==> src/design/kli_pkg.sv <==
`timescale 1ns / 1ps
`default_nettype none
// ----------------------------------------------------------------------------
// kli_pkg: shared definitions of the keyframe linear interpolator
// Field widths, operation and result codes, the register map and the types
// that travel between the key store, the divider, the lerp unit and the top.
// ----------------------------------------------------------------------------
package kli_pkg;

   // Table size default and fixed field widths.
   localparam int DEFAULT_MAX_KEYS = 64;
   localparam int DATA_W           = 32;
   localparam int KEY_INDEX_W      = 6;
   localparam int KEY_COUNT_W      = 7;
   localparam int SEGMENT_W        = 6;
   localparam int HOW_W            = 2;
   localparam int LANES            = 3;
   localparam int FRAC_SHIFT       = 31;

   // Operation codes carried by the request beat.
   localparam logic OP_WRITE = 1'b0;
   localparam logic OP_QUERY = 1'b1;

   // How the result was obtained.
   localparam logic [HOW_W-1:0] HOW_INTERP = 2'd0;
   localparam logic [HOW_W-1:0] HOW_FIRST  = 2'd1;
   localparam logic [HOW_W-1:0] HOW_LAST   = 2'd2;

   // Register map: one register, index taken from paddr[2].
   localparam int                     CSR_ADDR_W      = 3;
   localparam int                     CSR_DATA_W      = 32;
   localparam logic                   REG_KEY_COUNT   = 1'b0;
   localparam logic [KEY_COUNT_W-1:0] KEY_COUNT_RESET = 7'd1;

   // One vector of three components, lane 0 is x.
   typedef logic [LANES-1:0][DATA_W-1:0] vec_type;

   // Write port of the key store.
   typedef struct packed {
      logic                   en;
      logic [KEY_INDEX_W-1:0] index;
      logic [DATA_W-1:0]      key_time;
      vec_type                vec;
   } wr_type;

endpackage
`default_nettype wire

==> src/design/kli_divider.sv <==
`timescale 1ns / 1ps
`default_nettype none
// ----------------------------------------------------------------------------
// kli_divider: serial fraction divider
// Computes floor(num * 2^31 / den) for num <= den, den nonzero, as a Q1.31
// fraction. Restoring division, one quotient bit a cycle.
// ----------------------------------------------------------------------------
module kli_divider (
   input  wire                          clock,
   input  wire                          reset,
   input  wire                          start,
   input  wire [kli_pkg::DATA_W-1:0]    num,
   input  wire [kli_pkg::DATA_W-1:0]    den,
   output logic                         done,
   output logic [kli_pkg::DATA_W-1:0]   quot
);

   localparam int W     = kli_pkg::DATA_W;
   localparam int CNT_W = $clog2(W);

   logic             busy_ff, busy_in;
   logic             done_ff, done_in;
   logic [CNT_W-1:0] cnt_ff, cnt_in;
   logic [W-1:0]     rem_ff, rem_in;
   logic [W-1:0]     den_ff, den_in;
   logic [W-1:0]     quo_ff, quo_in;
   logic             bit_ff, bit_in;
   logic [W:0]       trial;
   logic [W:0]       diff;
   logic             fits;

   // One step: bring down the next dividend bit and try to subtract.
   assign trial = {rem_ff, bit_ff};
   assign diff  = trial - {1'b0, den_ff};
   assign fits  = (trial >= {1'b0, den_ff});

   always_comb begin
      busy_in = busy_ff;
      done_in = 1'b0;
      cnt_in  = cnt_ff;
      rem_in  = rem_ff;
      den_in  = den_ff;
      quo_in  = quo_ff;
      bit_in  = bit_ff;
      if (start) begin
         // The dividend is num shifted up by 31: its top word is num / 2
         // and its only other set bit is the low bit of num.
         busy_in = 1'b1;
         cnt_in  = '0;
         rem_in  = {1'b0, num[W-1:1]};
         bit_in  = num[0];
         den_in  = den;
      end else if (busy_ff) begin
         rem_in = fits ? diff[W-1:0] : trial[W-1:0];
         quo_in = {quo_ff[W-2:0], fits};
         bit_in = 1'b0;
         cnt_in = cnt_ff + 1'b1;
         if (cnt_ff == CNT_W'(W - 1)) begin
            busy_in = 1'b0;
            done_in = 1'b1;
         end
      end
   end

   always_ff @(posedge clock) begin
      if (reset) begin
         busy_ff <= 1'b0;
         done_ff <= 1'b0;
         cnt_ff  <= '0;
      end else begin
         busy_ff <= busy_in;
         done_ff <= done_in;
         cnt_ff  <= cnt_in;
      end
   end

   always_ff @(posedge clock) begin
      rem_ff <= rem_in;
      den_ff <= den_in;
      quo_ff <= quo_in;
      bit_ff <= bit_in;
   end

   assign done = done_ff;
   assign quot = quo_ff;

endmodule
`default_nettype wire

==> config.mk <==
export PLATFORM = sky130hd
export DESIGN_NAME = kli_divider
export DESIGN_NICKNAME = d
export VERILOG_FILES = /design/src/design/kli_pkg.sv /design/src/design/kli_divider.sv
export SDC_FILE = /design/constraint.sdc
export NUM_CORES = 1
export LEC_CHECK = 0
export ABC_AREA = 1
export BUFFER_PORTS_ARGS = -buffer_cell sky130_fd_sc_hd__buf_2
export CORE_MARGIN = 5
export CORE_UTILIZATION = 45
export DETAILED_ROUTE_END_ITERATION = 8
export PLACE_DENSITY = 0.65
export SLEW_MARGIN = 20
export SYNTH_ARGS = -nofsm -noshare
export SYNTH_HDL_FRONTEND = slang
export SYNTH_SLANG_ARGS = --single-unit
==> constraint.sdc <==
create_clock -name clock -period 4.3 [get_ports clock]
set_clock_uncertainty 0.05 [all_clocks]
set_input_delay 0.43 -clock clock [delete_from_list [all_inputs] [get_ports clock]]
set_output_delay 0.43 -clock clock [all_outputs]
set_load 0.01 [all_outputs]
-- Word-level counts from Yosys, hierarchy flattened
Cells that the tools add are included.
- divide/modulo/power cells: 0
- multiply operators: 0
- shift-type cells: 0
- eq/ne operators: 1
- reductions and logical operators: 4
- multiplexer cells: 9
- $lt $le $gt $ge: 1
- bitwise gates (word level): 2
- add/subtract/negate cells: 2
- operator list (cell ; count):
    $mux W31 ; 2
    $ge A33 B32 Y1 ; 1
    $mux W32 ; 1
    $sub A32 B32 Y32 ; 1
    $mux W1 ; 6
    $add A5 B1 Y5 const B ; 1
    $eq A5 B5 Y1 const B ; 1
    $reduce_or A3 Y1 ; 1
    $not A1 Y1 ; 2
    $reduce_and A2 Y1 ; 1
    $reduce_bool A2 Y1 ; 1
    $reduce_or A2 Y1 ; 1
- bits in writable memories: 0
- register bits: 104
- input port bits: 67
- memory bits (read-only): 0
- memories: 0
- latch bits: 0

-- Depth between registers and ports, before layout
- word-level depth: 4
- gate-level depth with buffers: 17
- gate-level depth less buffers: 16

-- Worst setup path before layout
Ideal clock, no wire load.
- path type: input -> register
- start point: input start
- end point: register quo_ff[0] (netlist: quot[0]), enable pin
- path slack: 1.817 ns
- cell stages on the path: 2
- library setup time: 0.422 ns
- arrival: 2.010 ns
- path through: clkbuf_1 > nor2_1
- longest elaborated chain between the ends: 2
- RTL lines (what ; line ; source):
    start, declared ; kli_divider.sv:11 ; input wire start,
    $not A1 Y1 (no line) ; -- ;
    $reduce_and A2 Y1 (no line) ; -- ;
    end signal, assigned ; kli_divider.sv:80 ; quo_ff <= quo_in;
    end, declared ; kli_divider.sv:26 ; logic [W-1:0] quo_ff, quo_in;
Every way passes these cells.
A chain may end at the register's enable or synchronous reset.

-- Worst setup path in the final report
- start point: register rem_ff[22]
- end point: register rem_ff[24], data pin
- longest elaborated chain between the ends: 4
- elaborated cells on any way between the ends: 5
- RTL lines (what ; line ; source):
    start, declared ; kli_divider.sv:24 ; logic [W-1:0] rem_ff, rem_in;
    start signal, assigned ; kli_divider.sv:78 ; rem_ff <= rem_in;
    $sub A32 B32 Y32 or $ge A33 B32 Y1 (tied branches) ; kli_divider.sv:34, kli_divider.sv:35 ;
    $mux W32 * ; kli_divider.sv:54 ; rem_in = fits ? diff[W-1:0] : trial[W-1:0];
    $mux W31 * ; kli_divider.sv:53 ; end else if (busy_ff) begin
    $mux W31 * ; kli_divider.sv:45 ; if (start) begin
    via rem_in[24] ; kli_divider.sv:24 ;
Mark *: on every way through the listed nets, which the timed path passes. The rest lies on a longest branch. The select of a mux whose other input is x is not followed.

==> results.md <==
- Nets: between 1,000 and 1,500
- Synth area leader: edfxtp_1
- Worst setup SP type: flop
- Final number of hold-violating endpoints: 0
- Yosys warns: 0
- HP Class: primary input to flop
- Seq/Total Area, Yosys: between 40% and 50%
- Setup TNS: 0 ns
- Worst slack, placed: about 1.4 ns
- Status: finished, final reports clean
- Post-synthesis register bit count: ~100
- Overflow after GRT: 0
- First-pass GRT wire length: about 27,000 µm
- Max-slew violations: 0
- Num rows: 44
- Commonest non-fill, non-tap cell in the layout: nand2_1
- Ant diodes: 0
- Number of global-route vias before repair: about 5,700
- Initial antenna violation count: 0
- Simple-gate share of the synthesized area: a little under a third
- Area of the mapped netlist: 6710 µm²
- Least-Margin Pin Slew: approximately 0.7 ns
- DRT Wirelength: roughly 15,000 µm
- Max Cap Viol: 0
- Setup ws final: approximately 1.4 ns
- Post-CTS Setup Bufs: 0
- GP Congestion: between 0.9 and 1
- Post-synthesis mux area share: 0%
- Placed Cells: 1,170
- Synth Area in Adders: ~6.6%
- Gate Count Post-Synth: about 900
- Num CTS Buffers: 9
- CTS root buffer: clkbuf_16
- Synthesized net count: about 1,000
- Commonest non-fill, non-tap cells in the layout: nand2_1 (344), inv_1 (189), buf_2 (99)
- # H-tree levels: 3
- Post-route design area: approximately 7700 µm²
- Req. time, crit path: 4.35 ns
- Resized cells post-CTS: 0
- Sink Count: 104
- VDD IR max: roughly 0.22 mV
- Pwr Density: between 400 and 500 nW/µm²
- Power, Total: approximately 3.5 mW
- Post-synthesis xor/xnor area fraction: ~2.0%
- Initial drt markers: roughly 330
- Finished Layout Cells: between 1,000 and 1,500
- Largest cells by area after synthesis: edfxtp_1 (43%), nand2_1 (19%), inv_1 (11%)
- FMAX: roughly 350 MHz
- Top Ports: 100
- Hpwl dp: 11,900 µm
- Capturing element type of the critical path: flop
- Post-route DRC: 0
- Synth-to-Final Area Change: 14.1%
- Pleak: between 4 and 5 nW
- RSZ-0062 raised after global routing: false
- CTS Buffer Depth: 2
- Layout cells sized above 1: between 10% and 20%
- Final Setup Violations: 0
- Initial Utilization: a little under half
- Vias per cell: roughly 4.7
- Skew-Pair Late Insertion Delay: approximately 0.36 ns
- Worst EP arrival: 2.92 ns
- Min-Delay Path Depth: 2
- Final Critical Period: around 2.9 ns
- Vias: about 5,600
- Core area: roughly 15,000 µm²
- Critical path type: flop to flop
- GRT Resource Usage Total: 18.7%
- Max_slew headroom: a little over half
- Drt pass-1 iters: 5
- Post-DP Area: 7370 µm²
- WL per Instance: ~13 µm
- Die area: 17,500 µm²
- Port bufs: 99
- Compound-Gate Fraction of Synth Area: under 10%
- Cts hold-fix bufs: 0
- Post-route ant nets: 0
- Mean area per synthesized cell: 7.45 µm²
- Post-synth top area share: between 40% and 50%
- Die W: 132 µm
- Clock transition at path regs: approximately 0.080 ns
- Main combinational cell family by area after synthesis: simple AND/OR/NAND/NOR gates
- Largest net degree at the start of global routing: 38
- Crit Path Max Fanout: 33
- Crit share post-route: approximately two thirds
- Cell variety after synth: 31
- Die Ht: 132 µm
- R2R depth: 12
- CTS tree: built
==> power breakdown <==
| part | internal, mW | switching (mW) | leakage [nW] |
|---|---|---|---|
| logic | 0.495 | 0.901 | 2.94 |
| registers | 1.24 | 0.0518 | 1.00 |
| clock network | 0.406 | 0.395 | 0.146 |
| total | 2.14 | 1.35 | 4.08 |
==> layout make-up <==
cell class                      count  area, µm²
Clock inverter                      7       58.8
Multi-Input combinational cell    589       2860
Fill cell                        1477       6940
Clock buffer                        9        225
Tap cell                          184        230
Timing Repair Buffer              103        526
Inverter                          190        713
Sequential cell                   104       3040
==> layer usage <==
metal | wire [µm] | part of all wire [%] | vias up | global-route usage [%]
li1 | - | - | 2976 | -
met1 | 7390 | 48 | 2501 | 25.3
met2 | 7050 | 45 | 126 | 30.5
met3 | 834 | 5.4 | 17 | 4.54
met4 | 229 | 1.5 | 0 | 4.40
met5 | 0 | 0 | - | 0
==> worst max-delay path: stages (launching register included) <==
cell	delay, ns
edfxtp_1	0.42
ha_1	0.43
nand2_1	0.12
nor2_1	0.16
inv_1	0.12
nor3_2	0.20
nand2_2	0.08
nand2_2	0.10
nand2_4	0.24
nand2_4	0.40
nand2_1	0.10
nand3_1	0.08
nand2_1	0.09
==> Yosys cell counts <==
| cell | n |
|---|---|
| nand3_1 | 85 |
| nand4_1 | 2 |
| nand2_1 | 344 |
| fa_1 | 1 |
| a31oi_1 | 1 |
| clkbuf_1 | 5 |
| o21bai_1 | 2 |
| buf_2 | 7 |
| nor2_1 | 46 |
| a21o_1 | 1 |
| inv_1 | 190 |
| nand2_2 | 3 |
| edfxtp_1 | 96 |
| a211oi_1 | 2 |
| buf_1 | 3 |
| nor3_1 | 11 |
| ha_1 | 34 |
| dfxtp_1 | 8 |
| or2_1 | 1 |
| nand2_4 | 2 |
| a21oi_2 | 1 |
| o21ai_0 | 1 |
| a21oi_1 | 24 |
| nand3b_1 | 5 |
| and2_1 | 4 |
| or2_2 | 1 |
| nor3_2 | 1 |
| buf_6 | 3 |
| xnor2_1 | 15 |
| nand3_2 | 1 |
| nor4_1 | 1 |
==> through the flow <==
stage	hold slack [ns]	utilization, %
finish	0.191	52.5
global route	0.166	52.5
CTS	0.176	52.5
detailed placement	0.377	50.5
global placement	0.373	50.5
floorplan	0.389	-
==> registers in the layout (all words and copies together), names as in the netlist <==
| signal | flops |
|---|---|
| bit_ff | 1 |
| busy_ff | 1 |
| cnt_ff | 5 |
| den_ff | 32 |
| done | 1 |
| quot | 32 |
| rem_ff | 32 |
==> logic make-up after synthesis <==
logic type	after synthesis
simple gates	507
xor+xnor	15
fa+ha+maj	35
compound gates	32
flops	104
buf+inv	208
==> path summary, 6_finish.rpt <==
path | from | endpoint | slack (ns)
max | rem_ff[22] | rem_ff[24] | 1.44
min | reset | busy_ff | 0.19
max reg2reg | rem_ff[22] | rem_ff[24] | 1.44
min reg2reg | quot[3] | quot[4] | 0.39
No activity file was read; power rests on OpenSTA's default activity.
