## src/design/kli_pkg.sv

```systemverilog
`timescale 1ns / 1ps
`default_nettype none
// ----------------------------------------------------------------------------
// kli_pkg: shared definitions of the keyframe linear interpolator
// Field widths, operation and result codes, the register map and the types
// that travel between the key store, the divider, the lerp unit and the top.
// ----------------------------------------------------------------------------
package kli_pkg;

   // Table size default and fixed field widths.
   localparam int DEFAULT_MAX_KEYS = 64;
   localparam int DATA_W           = 32;
   localparam int KEY_INDEX_W      = 6;
   localparam int KEY_COUNT_W      = 7;
   localparam int SEGMENT_W        = 6;
   localparam int HOW_W            = 2;
   localparam int LANES            = 3;
   localparam int FRAC_SHIFT       = 31;

   // Operation codes carried by the request beat.
   localparam logic OP_WRITE = 1'b0;
   localparam logic OP_QUERY = 1'b1;

   // How the result was obtained.
   localparam logic [HOW_W-1:0] HOW_INTERP = 2'd0;
   localparam logic [HOW_W-1:0] HOW_FIRST  = 2'd1;
   localparam logic [HOW_W-1:0] HOW_LAST   = 2'd2;

   // Register map: one register, index taken from paddr[2].
   localparam int                     CSR_ADDR_W      = 3;
   localparam int                     CSR_DATA_W      = 32;
   localparam logic                   REG_KEY_COUNT   = 1'b0;
   localparam logic [KEY_COUNT_W-1:0] KEY_COUNT_RESET = 7'd1;

   // One vector of three components, lane 0 is x.
   typedef logic [LANES-1:0][DATA_W-1:0] vec_type;

   // Write port of the key store.
   typedef struct packed {
      logic                   en;
      logic [KEY_INDEX_W-1:0] index;
      logic [DATA_W-1:0]      key_time;
      vec_type                vec;
   } wr_type;

endpackage
`default_nettype wire

```

## src/design/kli_lerp_unit.sv

```systemverilog
`timescale 1ns / 1ps
`default_nettype none
// ----------------------------------------------------------------------------
// kli_lerp_unit: shared interpolation datapath
// One subtractor, one 33 x 33 multiplier and one adder are used in turn for
// the three components: a + floor((b - a) * f / 2^31). Each component passes
// through a difference, a multiply and an add phase in that order.
// ----------------------------------------------------------------------------
module kli_lerp_unit (
   input  wire                          clock,
   input  wire                          reset,
   input  wire                          start,
   input  kli_pkg::vec_type             a_vec,
   input  kli_pkg::vec_type             b_vec,
   input  wire [kli_pkg::DATA_W-1:0]    frac,
   output logic                         done,
   output kli_pkg::vec_type             res_vec
);

   localparam int W = kli_pkg::DATA_W;

   localparam logic [1:0] PH_DIFF = 2'd0;
   localparam logic [1:0] PH_MUL  = 2'd1;
   localparam logic [1:0] PH_ADD  = 2'd2;

   localparam logic [1:0] LAST_LANE = 2'(kli_pkg::LANES - 1);

   logic                    busy_ff, busy_in;
   logic                    done_ff, done_in;
   logic [1:0]              phase_ff, phase_in;
   logic [1:0]              lane_ff, lane_in;
   kli_pkg::vec_type        a_ff, a_in;
   kli_pkg::vec_type        b_ff, b_in;
   logic [W-1:0]            f_ff, f_in;
   logic signed [W:0]       d_ff, d_in;
   logic [W-1:0]            p_ff, p_in;
   kli_pkg::vec_type        res_ff, res_in;
   logic signed [2*W+1:0]   product;

   // Signed difference times the unsigned fraction; the arithmetic shift
   // by 31 is a floor, and only its low word is kept.
   assign product = d_ff * $signed({1'b0, f_ff});

   always_comb begin
      busy_in  = busy_ff;
      done_in  = 1'b0;
      phase_in = phase_ff;
      lane_in  = lane_ff;
      a_in     = a_ff;
      b_in     = b_ff;
      f_in     = f_ff;
      d_in     = d_ff;
      p_in     = p_ff;
      res_in   = res_ff;
      if (start) begin
         busy_in  = 1'b1;
         phase_in = PH_DIFF;
         lane_in  = '0;
         a_in     = a_vec;
         b_in     = b_vec;
         f_in     = frac;
      end else if (busy_ff) begin
         case (phase_ff)
            PH_DIFF: begin
               d_in     = $signed({b_ff[lane_ff][W-1], b_ff[lane_ff]}
                                  - {a_ff[lane_ff][W-1], a_ff[lane_ff]});
               phase_in = PH_MUL;
            end
            PH_MUL: begin
               p_in     = product[kli_pkg::FRAC_SHIFT +: W];
               phase_in = PH_ADD;
            end
            PH_ADD: begin
               res_in[lane_ff] = a_ff[lane_ff] + p_ff;
               phase_in        = PH_DIFF;
               if (lane_ff == LAST_LANE) begin
                  busy_in = 1'b0;
                  done_in = 1'b1;
               end else begin
                  lane_in = lane_ff + 1'b1;
               end
            end
            default: begin
               phase_in = PH_DIFF;
            end
         endcase
      end
   end

   always_ff @(posedge clock) begin
      if (reset) begin
         busy_ff  <= 1'b0;
         done_ff  <= 1'b0;
         phase_ff <= PH_DIFF;
         lane_ff  <= '0;
      end else begin
         busy_ff  <= busy_in;
         done_ff  <= done_in;
         phase_ff <= phase_in;
         lane_ff  <= lane_in;
      end
   end

   always_ff @(posedge clock) begin
      a_ff   <= a_in;
      b_ff   <= b_in;
      f_ff   <= f_in;
      d_ff   <= d_in;
      p_ff   <= p_in;
      res_ff <= res_in;
   end

   assign done    = done_ff;
   assign res_vec = res_ff;

endmodule
`default_nettype wire

```

## config.mk

```make
export PLATFORM = sky130hd
export DESIGN_NAME = kli_lerp_unit
export DESIGN_NICKNAME = d
export VERILOG_FILES = /design/src/design/kli_pkg.sv /design/src/design/kli_lerp_unit.sv
export SDC_FILE = /design/constraint.sdc
export NUM_CORES = 2
export LEC_CHECK = 0
export BUFFER_PORTS_ARGS = -buffer_cell sky130_fd_sc_hd__buf_2
export CAP_MARGIN = 30
export CORE_ASPECT_RATIO = 0.9
export CORE_MARGIN = 2
export CORE_UTILIZATION = 35
export CTS_CLUSTER_SIZE = 8
export DETAILED_ROUTE_END_ITERATION = 16
export PLACE_DENSITY = 0.55
export REMOVE_ABC_BUFFERS = 1
export SYNTH_ARGS = -nofsm -noshare
export SYNTH_HDL_FRONTEND = slang
export SYNTH_SLANG_ARGS = --single-unit
```

## constraint.sdc

```tcl
create_clock -name clock -period 10.03 [get_ports clock]
set_input_delay 0.5015 -clock clock [delete_from_list [all_inputs] [get_ports clock]]
set_output_delay 0.5015 -clock clock [all_outputs]
set_load 0.02 [all_outputs]
```

# Word level (Yosys, flattened, before mapping)
# Cells that the tools add are included.
[totals]
reg_bits = 391
in_bits = 227
out_inout_bits = 97
[op_classes]
add_sub_neg = 3
multipliers = 1
order_cmp = 2
eq_ne = 3
mux = 13
n_bitwise = 4
reduce_logical = 8
[op_table]
columns = ["cell", "count"]
rows = [
  ["binary-select mux 32 bit (select 2 bit)", 2],
  ["bitwise mux 96 bit", 1],
  ["2-to-1 mux 32 bit", 3],
  ["demux 32 bit (select 2 bit)", 1],
  ["multiplier 33 x 33 -> 63 bit", 1],
  ["subtractor 32 x 32 -> 33 bit", 1],
  ["adder 32 bit", 1],
  ["AND reduction 3 bit", 4],
  ["2-to-1 mux 1 bit", 5],
  ["== test 2 bit, second input constant", 2],
  ["NOT 1 bit", 4],
  ["case mux 2 bit (2 select lines)", 1],
  ["OR reduction 4 bit", 1],
  ["less-than comparator 2 x 3 -> 1 bit, second input constant", 1],
  ["adder 2 x 1 -> 2 bit, second input constant", 1],
  ["== test 2 x 1 -> 1 bit, second input constant", 1],
  [">= comparator 2 x 1 -> 1 bit, second input constant", 1],
  ["logical NOT 2 bit", 1],
  ["OR reduction 2 bit", 1],
  ["logical AND 1 bit", 1],
]

# Depth between registers and ports, before layout
[depth]
ltp_word = 5
mapped_depth = 29
depth_no_buf = 28

# Least setup slack after synthesis
# OpenSTA, ideal clock, no wires.
[synth_timing]
path_kind = "reg2reg"
from = "reg d_ff[32]"
to = "reg p_ff[31], data pin"
setup_ns = 0.260
arrival_time_ns = 7.430
path_slack_ns = 2.340
path_stages_with_launch = 26
path_buffers = 1
path_cell_list = "edfxtp_1 -> clkbuf_1 -> nand2_1 -> inv_1 -> fa_1 -> fa_1 -> fa_1 -> inv_1 -> fa_1 -> inv_1 -> fa_1 -> fa_1 -> fa_1 -> inv_1 -> fa_1 -> inv_1 -> ha_1 -> a21o_1 -> a21o_1 -> a21oi_1 -> o31ai_1 -> a31oi_1 -> o21ai_0 -> a211oi_2 -> o21bai_1 -> xnor2_1"
[synth_via]
elab_chain_len = 1
[synth_rtl]
columns = ["item", "line", "source"]
rows = [
  ["from (decl)", "kli_lerp_unit.sv:35", "logic signed [W:0] d_ff, d_in;"],
  ["from (signal assigned)", "kli_lerp_unit.sv:108", "d_ff <= d_in;"],
  ["multiplier 33 x 33 -> 63 bit", "kli_lerp_unit.sv:42", "assign product = d_ff * $signed({1'b0, f_ff});"],
  ["named net product[62]", "kli_lerp_unit.sv:38", "logic signed [2*W+1:0] product;"],
  ["to (signal assigned)", "kli_lerp_unit.sv:109", "p_ff <= p_in;"],
  ["to (decl)", "kli_lerp_unit.sv:36", "logic [W-1:0] p_ff, p_in;"],
]
# The timed path passes the listed nets, and every way through them passes these cells.
# A chain may end at the register's enable or synchronous reset.

# Final worst setup path
[layout_timing]
from = "reg d_ff[17]"
to = "reg p_ff[27], data pin"
# The elaborated chain is that of the path after synthesis.

==> results.yml <==
grt:
  antenna_found_initial: 9
  grt_pass1_wl_um: 235000
  overflow: 0
  grtUsageTotal_pct: 20.4
  grt_pass1_vias: 38900
  grt_max_degree: 73
timing:
  clock_skew_ns: 0.0824
  timing.fmax_mhz: 113
  tns_ns: 0
  worstMarginPinSlew_ns: 1.09
  setup_viol: 0
  fin_crit_ns: 8.85
  rsz0062_at_grt: "false"
  finalHoldViolations: 0
  slew_headroom_pct: 27.4
  post-route-period-util_pct: 88.3
  maxSlewViolCount: 0
drt:
  antenna_left: 0
  dr.pass1.iters: 5
  routed_wl_um: 153000
  wire_per_inst_um: 20.5
  drc: 0
  viasPerCell: 4.74
  num_vias: 35300
  dr.first_iter.drc_count: 2024
clock_tree:
  cts_sinks: 391
  cts_max_level: 2
  clockRootBuffer: "clkbuf_16"
  cts_tree: "built"
  clk-insertion-delay-late_ns: 0.73
  cts.clk_slew.worst_paths_ns: 0.06
  cts_buffers: 60
  clockBufferDepth: 3
  cts_setup_buffers: 0
min_path:
  hp-start: "a_vec[35]"
  hold_path_class: "in2reg"
floorplanning:
  die_h_um: 371
  die-area_sq_um: 153000
  initial_core_util_pct: 35.3
  die_width_um: 412
  io_pins: 324
  num_rows: 134
  core-area_sq_um: 149000
worst_setup_path:
  required_ns: 10.50
  crit_start: "d_ff[17]$_DFFE_PP_"
  cp-end-kind: "flop"
  startpoint_type: "flop"
  path_max_fanout: 17
  cp_data_arrival_time_ns: 9.32
  worstSetupPathType: "reg2reg"
  r2r_start: "d_ff[17]$_DFFE_PP_"
placement:
  placed_area_sq_um: 56700
  io_buffers: 323
  gp_congestion: 0.909
  dpl.hpwl_um: 122000
  dpl.cell_count: 7146
synthesis:
  synth-main-ff-cell: "edfxtp_1"
  synth_top_family_by_area: "adder cells"
  ys_top_cells_by_area: "fa_1 41%, edfxtp_1 22%, inv_1 8.3%"
  synthArstFlopShare_pct: 0
  yosys-mux-area-fraction_pct: 1.28
  synth_top_cell_area_share_pct: 41.4
  yosysSeqAreaShare_pct: 22.3
  synthTopCellsByCount: "1158 x inv_1, 1083 x fa_1, 689 x and2_1"
  synth-compound-area-share_pct: 4.16
  yosysTopAreaCell: "fa_1"
  yosysMostFrequentCell: "inv_1"
  synth_fa_ha_area_share_pct: 47.2
  synth.ff_latch_count: 391
  synth_area_per_cell_sq_um: 10.6
  synthesis.area_sq_um: 52400
  synth.distinct_cells: 72
  yosys_warnings: 0
  synth_edf_count: 385
  syn_inst: 4947
  yosys.area_share.simple_pct: 13.4
  synthXorXnorAreaFrac_pct: 1.75
layout:
  area_delta_synth_final_pct: 16.0
  instances_no_fill: 7460
  nets: 7012
  drive_gt1_share_pct: 10.1
  fin_area_sq_um: 60800
run:
  cap_viol_max_count: 0
outcome:
  outcome: "finished clean"
## logic make-up after synthesis
family                   after synthesis
AND/OR/NAND/NOR                     1343
adder cells (fa/ha/maj)             1329
AO/OA/AOI/OAI                        335
buffers and inverters               1377
XOR/XNOR                             105
flip-flops                           391
multiplexers                          67
## critical path: stages (launching register included)
cell and delay, ns:
edfxtp_1 0.82, buf_4 0.38, and2_1 0.19, fa_1 0.46, fa_1 0.55, inv_1 0.07
fa_1 0.49, fa_1 0.52, inv_1 0.05, fa_1 0.66, fa_1 0.47, fa_1 0.48
inv_1 0.05, fa_1 0.47, inv_1 0.04, ha_1 0.39, nand2_1 0.12, nor4_2 0.35
nand4b_1 0.15, o211ai_2 0.46, a21oi_1 0.30, a21oi_2 0.54, a31oi_1 0.24, o21bai_1 0.22
xor2_1 0.09
## path summary, 6_finish.rpt
path,end,slack [ns],cells after the start
worst min register to register,busy_ff$_SDFF_PP0_,0.57,2
worst max-delay path,p_ff[27]$_DFFE_PP_,1.18,24
worst min-delay path,a_ff[35]$_DFFE_PP_,0.03,1
worst max register to register,p_ff[27]$_DFFE_PP_,1.18,24
## cell usage in the layout, fill, tap and decap left out, types with 4 or more instances in the layout
cell type,count
o21ai_0,57
nand4_1,8
buf_2,322
o21bai_1,17
a21o_1,40
nor3_1,30
o21ai_1,13
o2111ai_1,4
o211ai_1,9
a31oi_1,11
and2_1,689
fa_1,1083
diode_2,5
dfxtp_1,4
nand3_1,22
buf_16,8
clkinv_2,4
and3_1,14
nor2b_1,14
nand2b_1,11
mux2i_1,65
clkbuf_16,60
inv_1,1158
ha_1,246
edfxtp_1,385
a21oi_1,114
dlygate4sd3_1,215
o31ai_1,6
clkbuf_1,12
nor2_1,90
xnor2_1,79
buf_4,115
o21a_1,16
a211oi_1,7
nand2_1,441
xor2_1,26
clkinv_1,4
## flip-flops by register name (all words and copies together) (netlist names)
signal	flops
lane_ff	2
a_ff	96
busy_ff	1
phase_ff	2
done	1
res_vec	96
f_ff	32
b_ff	96
d_ff	33
p_ff	32
## per-layer routing
| layer | global-route usage (%) | up-vias | routed length (um) |
|---|---|---|---|
| met1 | 27.5 | 18400 | 65700 |
| met4 | 4.94 | 4 | 3750 |
| met2 | 34.2 | 889 | 74300 |
| li1 | - | 15800 | - |
| met3 | 3.61 | 197 | 8870 |
| met5 | 0 | - | 23 |
## area by class of cell
| cell class | instances | area [sq um] |
|---|---|---|
| fillers | 14600 | 87700 |
| multi-input cells | 3179 | 35600 |
| flip-flops and latches | 391 | 11700 |
| repair buffers | 665 | 4940 |
| inverters | 1159 | 4350 |
| well taps | 1972 | 2470 |
| clock buffers | 72 | 1550 |
| clock inverters | 17 | 228 |
| diodes | 5 | 12.5 |
## repair_timing
item | CTS | global route
resized for setup | 0 | 0
hold buffers | 215 | 0
hold endpoints to repair | 215 | 0
## per-stage QoR
step,util [%],setup slack [ns],hold WS (ns)
after CTS,40.8,1.18,0.000953
after detailed placement,38.2,1.18,0.564
after global placement,38.1,1.26,0.556
after floorplan,-,2.19,0.525
final,40.9,1.18,0.0279
after global routing,40.9,0.720,0.000793
Power is not shown: default switching activity piles up to over one toggle a cycle in this logic, so the estimate is an artifact.
